**src/rtl/stau_pkg.sv**
```systemverilog
// Shared types and constants of the stack-top arithmetic unit.
// Depends on nothing; every other file of the block but stau_ram.sv and assert_macros.svh imports it.
package stau_pkg;

    localparam int DATA_W          = 32;
    localparam int MODE_W          = 3;
    localparam int STATUS_W        = 2;
    localparam int DEPTH_W         = 7;
    localparam int STACK_DEPTH_DEF = 64;
    localparam int MIN_OPERANDS    = 2;

    localparam logic [MODE_W-1:0] MODE_PUSH = 3'd0;
    localparam logic [MODE_W-1:0] MODE_ADD  = 3'd1;
    localparam logic [MODE_W-1:0] MODE_SUB  = 3'd2;
    localparam logic [MODE_W-1:0] MODE_MUL  = 3'd3;
    localparam logic [MODE_W-1:0] MODE_DIV  = 3'd4;
    localparam logic [MODE_W-1:0] MODE_MOD  = 3'd5;

    localparam logic [STATUS_W-1:0] ST_OK      = 2'd0;
    localparam logic [STATUS_W-1:0] ST_SHORT   = 2'd1;
    localparam logic [STATUS_W-1:0] ST_DIVZERO = 2'd2;
    localparam logic [STATUS_W-1:0] ST_FULL    = 2'd3;

    typedef enum logic [1:0] {
        S_IDLE,
        S_EXEC,
        S_DIV
    } state_t;

    typedef enum logic [1:0] {
        DV_IDLE,
        DV_RUN,
        DV_FIX,
        DV_DONE
    } div_state_t;

endpackage

```
**src/rtl/stau_ram.sv**
```systemverilog
// Single-port-write, single-port-read stack memory with registered read data.
// Depends on nothing outside this file.
module stau_ram #(
    parameter int DEPTH = 64,
    parameter int WIDTH = 32
) (
    input  logic                     clk,
    input  logic                     wr_en,
    input  logic [$clog2(DEPTH)-1:0] wr_addr,
    input  logic [WIDTH-1:0]         wr_data,
    input  logic [$clog2(DEPTH)-1:0] rd_addr,
    output logic [WIDTH-1:0]         rd_data
);

    logic [WIDTH-1:0] mem [DEPTH];
    logic [WIDTH-1:0] rd_data_reg;

    always_ff @(posedge clk)
    begin
        if (wr_en)
        begin
            mem[wr_addr] <= wr_data;
        end
    end

    always_ff @(posedge clk)
    begin
        rd_data_reg <= mem[rd_addr];
    end

    assign rd_data = rd_data_reg;

endmodule

```
**src/rtl/stau_div.sv**
```systemverilog
// Iterative signed divider: one restoring step per cycle, truncating toward zero.
// Depends on stau_pkg for the data width and the divider state type.
module stau_div (
    input  logic                       clk,
    input  logic                       rst_n,
    input  logic                       start,
    input  logic [stau_pkg::DATA_W-1:0] dividend,
    input  logic [stau_pkg::DATA_W-1:0] divisor,
    output logic                       done,
    output logic [stau_pkg::DATA_W-1:0] quotient,
    output logic [stau_pkg::DATA_W-1:0] remainder
);
    import stau_pkg::*;

    localparam int CNT_W = $clog2(DATA_W);

    div_state_t        state_reg, state_next;
    logic [CNT_W-1:0]  cnt_reg, cnt_next;
    logic [DATA_W-1:0] quo_reg, quo_next;
    logic [DATA_W-1:0] rem_reg, rem_next;
    logic [DATA_W-1:0] dsr_reg, dsr_next;
    logic              neg_q_reg, neg_q_next;
    logic              neg_r_reg, neg_r_next;

    logic [DATA_W:0]   shifted;
    logic [DATA_W:0]   diff;

    always_ff @(posedge clk or negedge rst_n)
    begin
        if (!rst_n)
        begin
            state_reg <= DV_IDLE;
            cnt_reg   <= '0;
        end
        else
        begin
            state_reg <= state_next;
            cnt_reg   <= cnt_next;
        end
    end

    always_ff @(posedge clk)
    begin
        quo_reg   <= quo_next;
        rem_reg   <= rem_next;
        dsr_reg   <= dsr_next;
        neg_q_reg <= neg_q_next;
        neg_r_reg <= neg_r_next;
    end

    // One restoring step: shift in the next dividend bit and try to subtract.
    assign shifted = {rem_reg, quo_reg[DATA_W-1]};
    assign diff    = shifted - {1'b0, dsr_reg};

    always_comb
    begin
        state_next = state_reg;
        cnt_next   = cnt_reg;
        quo_next   = quo_reg;
        rem_next   = rem_reg;
        dsr_next   = dsr_reg;
        neg_q_next = neg_q_reg;
        neg_r_next = neg_r_reg;
        case (state_reg)
            DV_IDLE:
            begin
                if (start)
                begin
                    quo_next   = dividend[DATA_W-1] ? (~dividend + 1'b1) : dividend;
                    dsr_next   = divisor[DATA_W-1] ? (~divisor + 1'b1) : divisor;
                    rem_next   = '0;
                    cnt_next   = '0;
                    neg_q_next = dividend[DATA_W-1] ^ divisor[DATA_W-1];
                    neg_r_next = dividend[DATA_W-1];
                    state_next = DV_RUN;
                end
            end
            DV_RUN:
            begin
                if (!diff[DATA_W])
                begin
                    rem_next = diff[DATA_W-1:0];
                end
                else
                begin
                    rem_next = shifted[DATA_W-1:0];
                end
                quo_next = {quo_reg[DATA_W-2:0], ~diff[DATA_W]};
                cnt_next = cnt_reg + 1'b1;
                if (cnt_reg == CNT_W'(DATA_W - 1))
                begin
                    state_next = DV_FIX;
                end
            end
            DV_FIX:
            begin
                // The quotient takes the sign of the operands' product and the
                // remainder that of the dividend.
                quo_next   = neg_q_reg ? (~quo_reg + 1'b1) : quo_reg;
                rem_next   = neg_r_reg ? (~rem_reg + 1'b1) : rem_reg;
                state_next = DV_DONE;
            end
            DV_DONE:
            begin
                state_next = DV_IDLE;
            end
            default:
            begin
                state_next = DV_IDLE;
            end
        endcase
    end

    assign done      = (state_reg == DV_DONE);
    assign quotient  = quo_reg;
    assign remainder = rem_reg;

endmodule

```
**src/rtl/stack_top_arithmetic_unit.sv**
```systemverilog
// Top level of the stack-top arithmetic unit: sequencer, stack memory, result register.
// Depends on stau_pkg, stau_ram and stau_div.
//
//  Channel   Handshake                Payload
//  cmd       cmd_valid / cmd_stall    mode, push_value
//  rsp       rsp_valid / rsp_stall    status, top_value, stack_depth
//
// Push, push onto a full stack, an unused mode and an operation on fewer
// than two entries put their result beat in the result register in the
// cycle after acceptance. Add, sub, mul and a divide by zero first pass the
// execute state; div and mod then also wait for the 32 single-bit divider steps.
// Reset empties the stack; the memory contents are left as they are.
// A new command beat is taken only while the sequencer is idle and the
// result register is empty or being emptied in the same cycle.
module stack_top_arithmetic_unit #(
    parameter int STACK_DEPTH = stau_pkg::STACK_DEPTH_DEF
) (
    input  logic                         clk,
    input  logic                         rst_n,
    input  logic                         cmd_valid,
    output logic                         cmd_stall,
    input  logic [stau_pkg::MODE_W-1:0]   mode,
    input  logic signed [stau_pkg::DATA_W-1:0] push_value,
    output logic                         rsp_valid,
    input  logic                         rsp_stall,
    output logic [stau_pkg::STATUS_W-1:0] status,
    output logic signed [stau_pkg::DATA_W-1:0] top_value,
    output logic [stau_pkg::DEPTH_W-1:0]  stack_depth
);
    import stau_pkg::*;

    // Entry count runs from zero to STACK_DEPTH inclusive; addresses need one bit less
    // when the depth is a power of two.
    localparam int CW = $clog2(STACK_DEPTH + 1);
    localparam int AW = $clog2(STACK_DEPTH);

    state_t             state_reg, state_next;
    logic [CW-1:0]      count_reg, count_next;
    logic [DATA_W-1:0]  top_reg, top_next;
    logic [MODE_W-1:0]  mode_reg, mode_next;

    logic                rsp_valid_reg, rsp_valid_next;
    logic [STATUS_W-1:0] rsp_status_reg, rsp_status_next;
    logic [DATA_W-1:0]   rsp_top_reg, rsp_top_next;
    logic [DEPTH_W-1:0]  rsp_depth_reg, rsp_depth_next;

    logic                ram_we;
    logic [AW-1:0]       ram_wr_addr;
    logic [DATA_W-1:0]   ram_wr_data;
    logic [DATA_W-1:0]   ram_rd_data;

    logic                div_start;
    logic                div_done;
    logic [DATA_W-1:0]   div_quo;
    logic [DATA_W-1:0]   div_rem;

    logic                cmd_accept;
    logic [CW-1:0]       count_m1;
    logic [CW-1:0]       count_m2;
    logic [AW-1:0]       second_addr;
    logic [DATA_W-1:0]   alu_s;
    logic [DATA_W-1:0]   alu_t;
    logic                load_rsp;
    logic [STATUS_W-1:0] load_status;
    logic                op_finish;
    logic [DATA_W-1:0]   op_result;

    assign count_m1    = count_reg - CW'(1);
    assign count_m2    = count_reg - CW'(MIN_OPERANDS);
    assign second_addr = count_m2[AW-1:0];

    // The entry below the top is read on every cycle; it is consumed in the execute
    // state that follows an accepted operation beat, when the count has not yet moved.
    stau_ram #(
        .DEPTH (STACK_DEPTH),
        .WIDTH (DATA_W)
    ) u_ram (
        .clk     (clk),
        .wr_en   (ram_we),
        .wr_addr (ram_wr_addr),
        .wr_data (ram_wr_data),
        .rd_addr (second_addr),
        .rd_data (ram_rd_data)
    );

    // The top of the stack is kept in top_reg, so only the second operand
    // comes from memory.
    assign alu_s = ram_rd_data;
    assign alu_t = top_reg;

    stau_div u_div (
        .clk       (clk),
        .rst_n     (rst_n),
        .start     (div_start),
        .dividend  (alu_s),
        .divisor   (alu_t),
        .done      (div_done),
        .quotient  (div_quo),
        .remainder (div_rem)
    );

    assign cmd_stall  = (state_reg != S_IDLE) || (rsp_valid_reg && rsp_stall);
    assign cmd_accept = cmd_valid && !cmd_stall;

    always_ff @(posedge clk or negedge rst_n)
    begin
        if (!rst_n)
        begin
            state_reg     <= S_IDLE;
            count_reg     <= '0;
            rsp_valid_reg <= 1'b0;
        end
        else
        begin
            state_reg     <= state_next;
            count_reg     <= count_next;
            rsp_valid_reg <= rsp_valid_next;
        end
    end

    always_ff @(posedge clk)
    begin
        top_reg        <= top_next;
        mode_reg       <= mode_next;
        rsp_status_reg <= rsp_status_next;
        rsp_top_reg    <= rsp_top_next;
        rsp_depth_reg  <= rsp_depth_next;
    end

    always_comb
    begin
        state_next  = state_reg;
        count_next  = count_reg;
        top_next    = top_reg;
        mode_next   = mode_reg;
        ram_we      = 1'b0;
        ram_wr_addr = count_reg[AW-1:0];
        ram_wr_data = push_value;
        div_start   = 1'b0;
        load_rsp    = 1'b0;
        load_status = ST_OK;
        op_finish   = 1'b0;
        op_result   = '0;

        case (state_reg)
            S_IDLE:
            begin
                if (cmd_accept)
                begin
                    mode_next = mode;
                    case (mode)
                        MODE_PUSH:
                        begin
                            load_rsp = 1'b1;
                            if (count_reg == CW'(STACK_DEPTH))
                            begin
                                load_status = ST_FULL;
                            end
                            else
                            begin
                                ram_we     = 1'b1;
                                count_next = count_reg + CW'(1);
                                top_next   = push_value;
                            end
                        end
                        MODE_ADD, MODE_SUB, MODE_MUL, MODE_DIV, MODE_MOD:
                        begin
                            if (count_reg < CW'(MIN_OPERANDS))
                            begin
                                load_rsp    = 1'b1;
                                load_status = ST_SHORT;
                                count_next  = '0;
                            end
                            else
                            begin
                                state_next = S_EXEC;
                            end
                        end
                        default:
                        begin
                            // Unused modes leave the stack alone and report it.
                            load_rsp = 1'b1;
                        end
                    endcase
                end
            end
            S_EXEC:
            begin
                case (mode_reg)
                    MODE_ADD:
                    begin
                        op_finish = 1'b1;
                        op_result = alu_s + alu_t;
                    end
                    MODE_SUB:
                    begin
                        op_finish = 1'b1;
                        op_result = alu_s - alu_t;
                    end
                    MODE_MUL:
                    begin
                        op_finish = 1'b1;
                        op_result = DATA_W'(alu_s * alu_t);
                    end
                    default:
                    begin
                        // Divide and remainder share the iterative divider.
                        if (alu_t == '0)
                        begin
                            load_rsp    = 1'b1;
                            load_status = ST_DIVZERO;
                            count_next  = '0;
                            state_next  = S_IDLE;
                        end
                        else
                        begin
                            div_start  = 1'b1;
                            state_next = S_DIV;
                        end
                    end
                endcase
            end
            S_DIV:
            begin
                if (div_done)
                begin
                    op_finish = 1'b1;
                    op_result = (mode_reg == MODE_DIV) ? div_quo : div_rem;
                end
            end
            default:
            begin
                state_next = S_IDLE;
            end
        endcase

        // A finished operation replaces the second entry and pops the top.
        if (op_finish)
        begin
            ram_we      = 1'b1;
            ram_wr_addr = second_addr;
            ram_wr_data = op_result;
            count_next  = count_m1;
            top_next    = op_result;
            load_rsp    = 1'b1;
            state_next  = S_IDLE;
        end
    end

    // Result register: loaded only when it is empty or being emptied, which the
    // command-side stall guarantees.
    always_comb
    begin
        rsp_valid_next  = rsp_valid_reg && rsp_stall;
        rsp_status_next = rsp_status_reg;
        rsp_top_next    = rsp_top_reg;
        rsp_depth_next  = rsp_depth_reg;
        if (load_rsp)
        begin
            rsp_valid_next  = 1'b1;
            rsp_status_next = load_status;
            rsp_top_next    = (count_next == '0) ? '0 : top_next;
            rsp_depth_next  = DEPTH_W'(count_next);
        end
    end

    assign rsp_valid   = rsp_valid_reg;
    assign status      = rsp_status_reg;
    assign top_value   = rsp_top_reg;
    assign stack_depth = rsp_depth_reg;

endmodule

```
**config.mk**
```make
export PLATFORM = sky130hd
export DESIGN_NAME = stack_top_arithmetic_unit
export DESIGN_NICKNAME = d
export VERILOG_FILES = /design/src/rtl/stau_pkg.sv /design/src/rtl/stau_ram.sv /design/src/rtl/stau_div.sv /design/src/rtl/stack_top_arithmetic_unit.sv
export SDC_FILE = /design/constraint.sdc
export NUM_CORES = 2
export LEC_CHECK = 0
export ABC_CLOCK_PERIOD_IN_PS = 9500
export BUFFER_PORTS_ARGS = -buffer_cell sky130_fd_sc_hd__buf_4
export CAP_MARGIN = 20
export CORE_MARGIN = 1.5
export CORE_UTILIZATION = 45
export DETAILED_ROUTE_END_ITERATION = 16
export GPL_TIMING_DRIVEN = 1
export PLACE_DENSITY = 0.58
export REMOVE_ABC_BUFFERS = 1
export SLEW_MARGIN = 20
export SYNTH_ARGS = -nofsm -noshare
export SYNTH_HDL_FRONTEND = slang
export SYNTH_SLANG_ARGS = --single-unit
```
**constraint.sdc**
```tcl
create_clock -name clk -period 9.5 [get_ports clk]
set_clock_uncertainty 0.1 [all_clocks]
set_input_delay 1.9 -clock clk [delete_from_list [all_inputs] [get_ports clk]]
set_output_delay 1.9 -clock clk [all_outputs]
set_load 0.05 [all_outputs]
```
==> results.yml <==
run:
  cap_violations: 0
logic_synthesis:
  synth_commonest_cells: "2190 x edfxtp_1, 666 x mux4_2, 467 x inv_1, 429 x nand2_1, 410 x fa_1"
  seq_area_frac_synth_pct: 61.31
  synthDistinctLibCells: 93
  netlist_top_cells_area: "edfxtp_1 60%, mux4_2 14%, fa_1 7.5%"
  synth-edff-count: 2190
  synth-simple-area-share_pct: 5.853
  syn_inst: 6628
  ys_seq_elements: 2271
  syn_avg_cell_area_um2: 16.60
  syn-cell-area_um2: 110000
  synth_top_family_by_area: "multiplexers"
  yosysMostFrequentCell: "edfxtp_1"
  yosysTopAreaCellShare_pct: 59.76
  synth_xor_area_share_pct: 2.157
  muxShareOfSynthArea_pct: 14.39
  synth.largest_area_cell: "edfxtp_1"
  synth_flop_cell: "edfxtp_1"
  async_flop_share_pct: 0.7486
  synthAdderAreaFrac_pct: 9.800
  synth_warnings: 0
  synth_compound_area_share_pct: 3.593
setup_path:
  endpoint_kind: "flip-flop"
  worstPathMaxFanout: 64
  criticalPathCategory: "flip-flop to flip-flop"
  crit_required_ns: 10.01
  worstPathArrival_ns: 9.43
  critPathLaunchType: "flip-flop"
  rrSetupSlack_ns: 0.58
timing:
  period_share_pct: 93.88
  min_period_ns: 8.918
  hold_violations: 0
  grt_setup_unrepaired: "no"
  setup_tns_ns: 0
  slew_viol_final: 0
  worstMarginPinSlew_ns: 1.233
  max_freq_mhz: 112.1
  slew_headroom_pct: 17.44
  setup_viol: 0
  setup_slack_ns: 0.5818
finish:
  largest_reg_flops: 2048
  seq_area_um2: 67480
  largest-register: "u_ram.mem"
  layout.nets: 7460
  drive_above_1_share_pct: 21.10
  multi_input_area_um2: 40180
  postLayoutCellArea_um2: 123900
  fillers: 19888
  syn_to_final_growth_pct: 12.57
cts:
  cts.repair.resized: 0
  path_clk_slew_ns: 0.06
  hold_buffers: 0
  clock-sinks: 2271
  cts_buffers: 228
  cts_root_buf: "clkbuf_16"
  clkLatencyLatePin_ns: 0.92
  htree_num_levels: 4
  cts_setup_buffers: 0
  cts_tree: "yes"
  clockBufferDepth: 3
floorplan:
  rows: 181
  die-height_um: 497.5
  die_area_um2: 247500
  chipWidth_um: 497.5
  start_util_pct: 45.25
  core-area_um2: 243200
  io_pins: 82
placed_design:
  numPortBuffers: 81
  place_area_um2: 116000
  dp_hpwl_um: 202800
  place_congestion: 0.9221
  pre_cts_ws_ns: 0.4462
routing:
  wl_per_cell_um: 31.01
  wl_um: 317700
  vias: 61494
  post-route-drc-count: 0
  vias_per_cell: 6.002
  firstDrtPassIters: 6
  drtIter0Drc: 7032
  final_antenna_net_count: 0
outcome:
  status: "completed"
global_route:
  grt_pass1_wl_um: 456100
  grt_max_degree: 113
  antenna_found_initial: 19
  grt_overflow: 0
  track_usage_pct: 25.72
  grt_pass1_vias: 62613
min_path:
  hp-class: "flip-flop to flip-flop"
[routing by layer]
metal | wire, um | GRT usage [%] | up-vias
met2 | 148500 | 40.42 | 2436
met3 | 23730 | 4.080 | 409
met1 | 136200 | 37.27 | 33122
li1 | - | - | 25523
met5 | 27 | 0 | -
met4 | 9291 | 7.347 | 4
[area by class of cell]
class                           count  share of cell area [%]
Clock buffer                      292                   4.945
Timing Repair Buffer              317                   2.106
Tap cell                         3202                   3.234
Sequential cell                  2271                   54.47
Clock inverter                    143                   1.324
Multi-Input combinational cell   3519                   32.44
Antenna cell                       33                 0.06666
Inverter                          468                   1.418
[per-stage QoR]
stage	hold WS [ns]	utilization (%)	instances
after floorplan	0.3722	-	6258
after global placement	0.3792	47.67	9773
after detailed placement	0.4037	47.70	9777
after CTS	0.4189	50.89	10212
after global routing	0.4284	50.93	10238
final	0.4260	50.93	10245
[logic make-up after synthesis]
| kind of cell | count (synthesis) |
|---|---|
| flip-flops | 2271 |
| AND/OR/NAND/NOR | 1284 |
| buffers and inverters | 838 |
| multiplexers | 749 |
| adder cells (fa/ha/maj) | 616 |
| AO/OA/AOI/OAI | 599 |
| XOR/XNOR | 271 |
[placed cells by master, fill, tap and decap left out, types with 43 or more instances in the layout]
| cell type | synthesis | final |
|---|---|---|
| a21o_1 | 43 | 43 |
| a21oi_1 | 134 | 134 |
| and2_1 | 343 | 343 |
| buf_4 | 2 | 298 |
| clkbuf_1 | 282 | 46 |
| clkbuf_16 | 0 | 228 |
| clkinv_2 | 0 | 48 |
| dfxtp_1 | 64 | 64 |
| edfxtp_1 | 2190 | 2190 |
| fa_1 | 410 | 410 |
| ha_1 | 206 | 204 |
| inv_1 | 467 | 467 |
| mux2i_1 | 75 | 75 |
| mux4_2 | 666 | 666 |
| nand2_1 | 429 | 428 |
| nand3_1 | 57 | 56 |
| nor2_1 | 209 | 129 |
| nor2_4 | 0 | 80 |
| nor3_1 | 54 | 52 |
| o21ai_0 | 122 | 119 |
| xnor2_1 | 155 | 153 |
| xor2_1 | 116 | 115 |
[worst paths after layout]
check,to,cells after the start,from
worst max-delay path,u_ram.mem[5][29]$_DFFE_PP_,25,u_ram.rd_data[6]$_DFF_P_
worst max register to register,u_ram.mem[5][29]$_DFFE_PP_,25,u_ram.rd_data[6]$_DFF_P_
max in group asynchronous,u_div.state_reg[1]$_DFFE_PN0P_,1,rst_n
worst min-delay path,u_div.cnt_reg[4]$_DFFE_PN0P_,1,u_div.cnt_reg[4]$_DFFE_PN0P_
worst min register to register,u_div.cnt_reg[4]$_DFFE_PN0P_,1,u_div.cnt_reg[4]$_DFFE_PN0P_
min in group asynchronous,rsp_valid$_DFF_PN0_,1,rst_n
[worst max-delay path: stages (launching register included)]
cell and delay (ns):
dfxtp_1 1.02, buf_4 0.35, and2_1 0.17, fa_1 0.44, fa_1 0.51, inv_1 0.05
fa_1 0.47, inv_1 0.05, fa_1 0.44, ha_1 0.30, fa_1 0.47, fa_1 0.52
fa_1 0.42, ha_1 0.37, a21o_1 0.22, a21o_1 0.19, a221oi_1 0.33, buf_4 0.19
o221ai_1 0.18, o41ai_1 0.31, buf_4 0.19, xor2_1 0.06, o221ai_1 0.31, o21ai_0 0.16
o211ai_1 0.14, buf_4 0.59
Power is not shown: default switching activity piles up to over one toggle a cycle in this logic, so the estimate is an artifact.
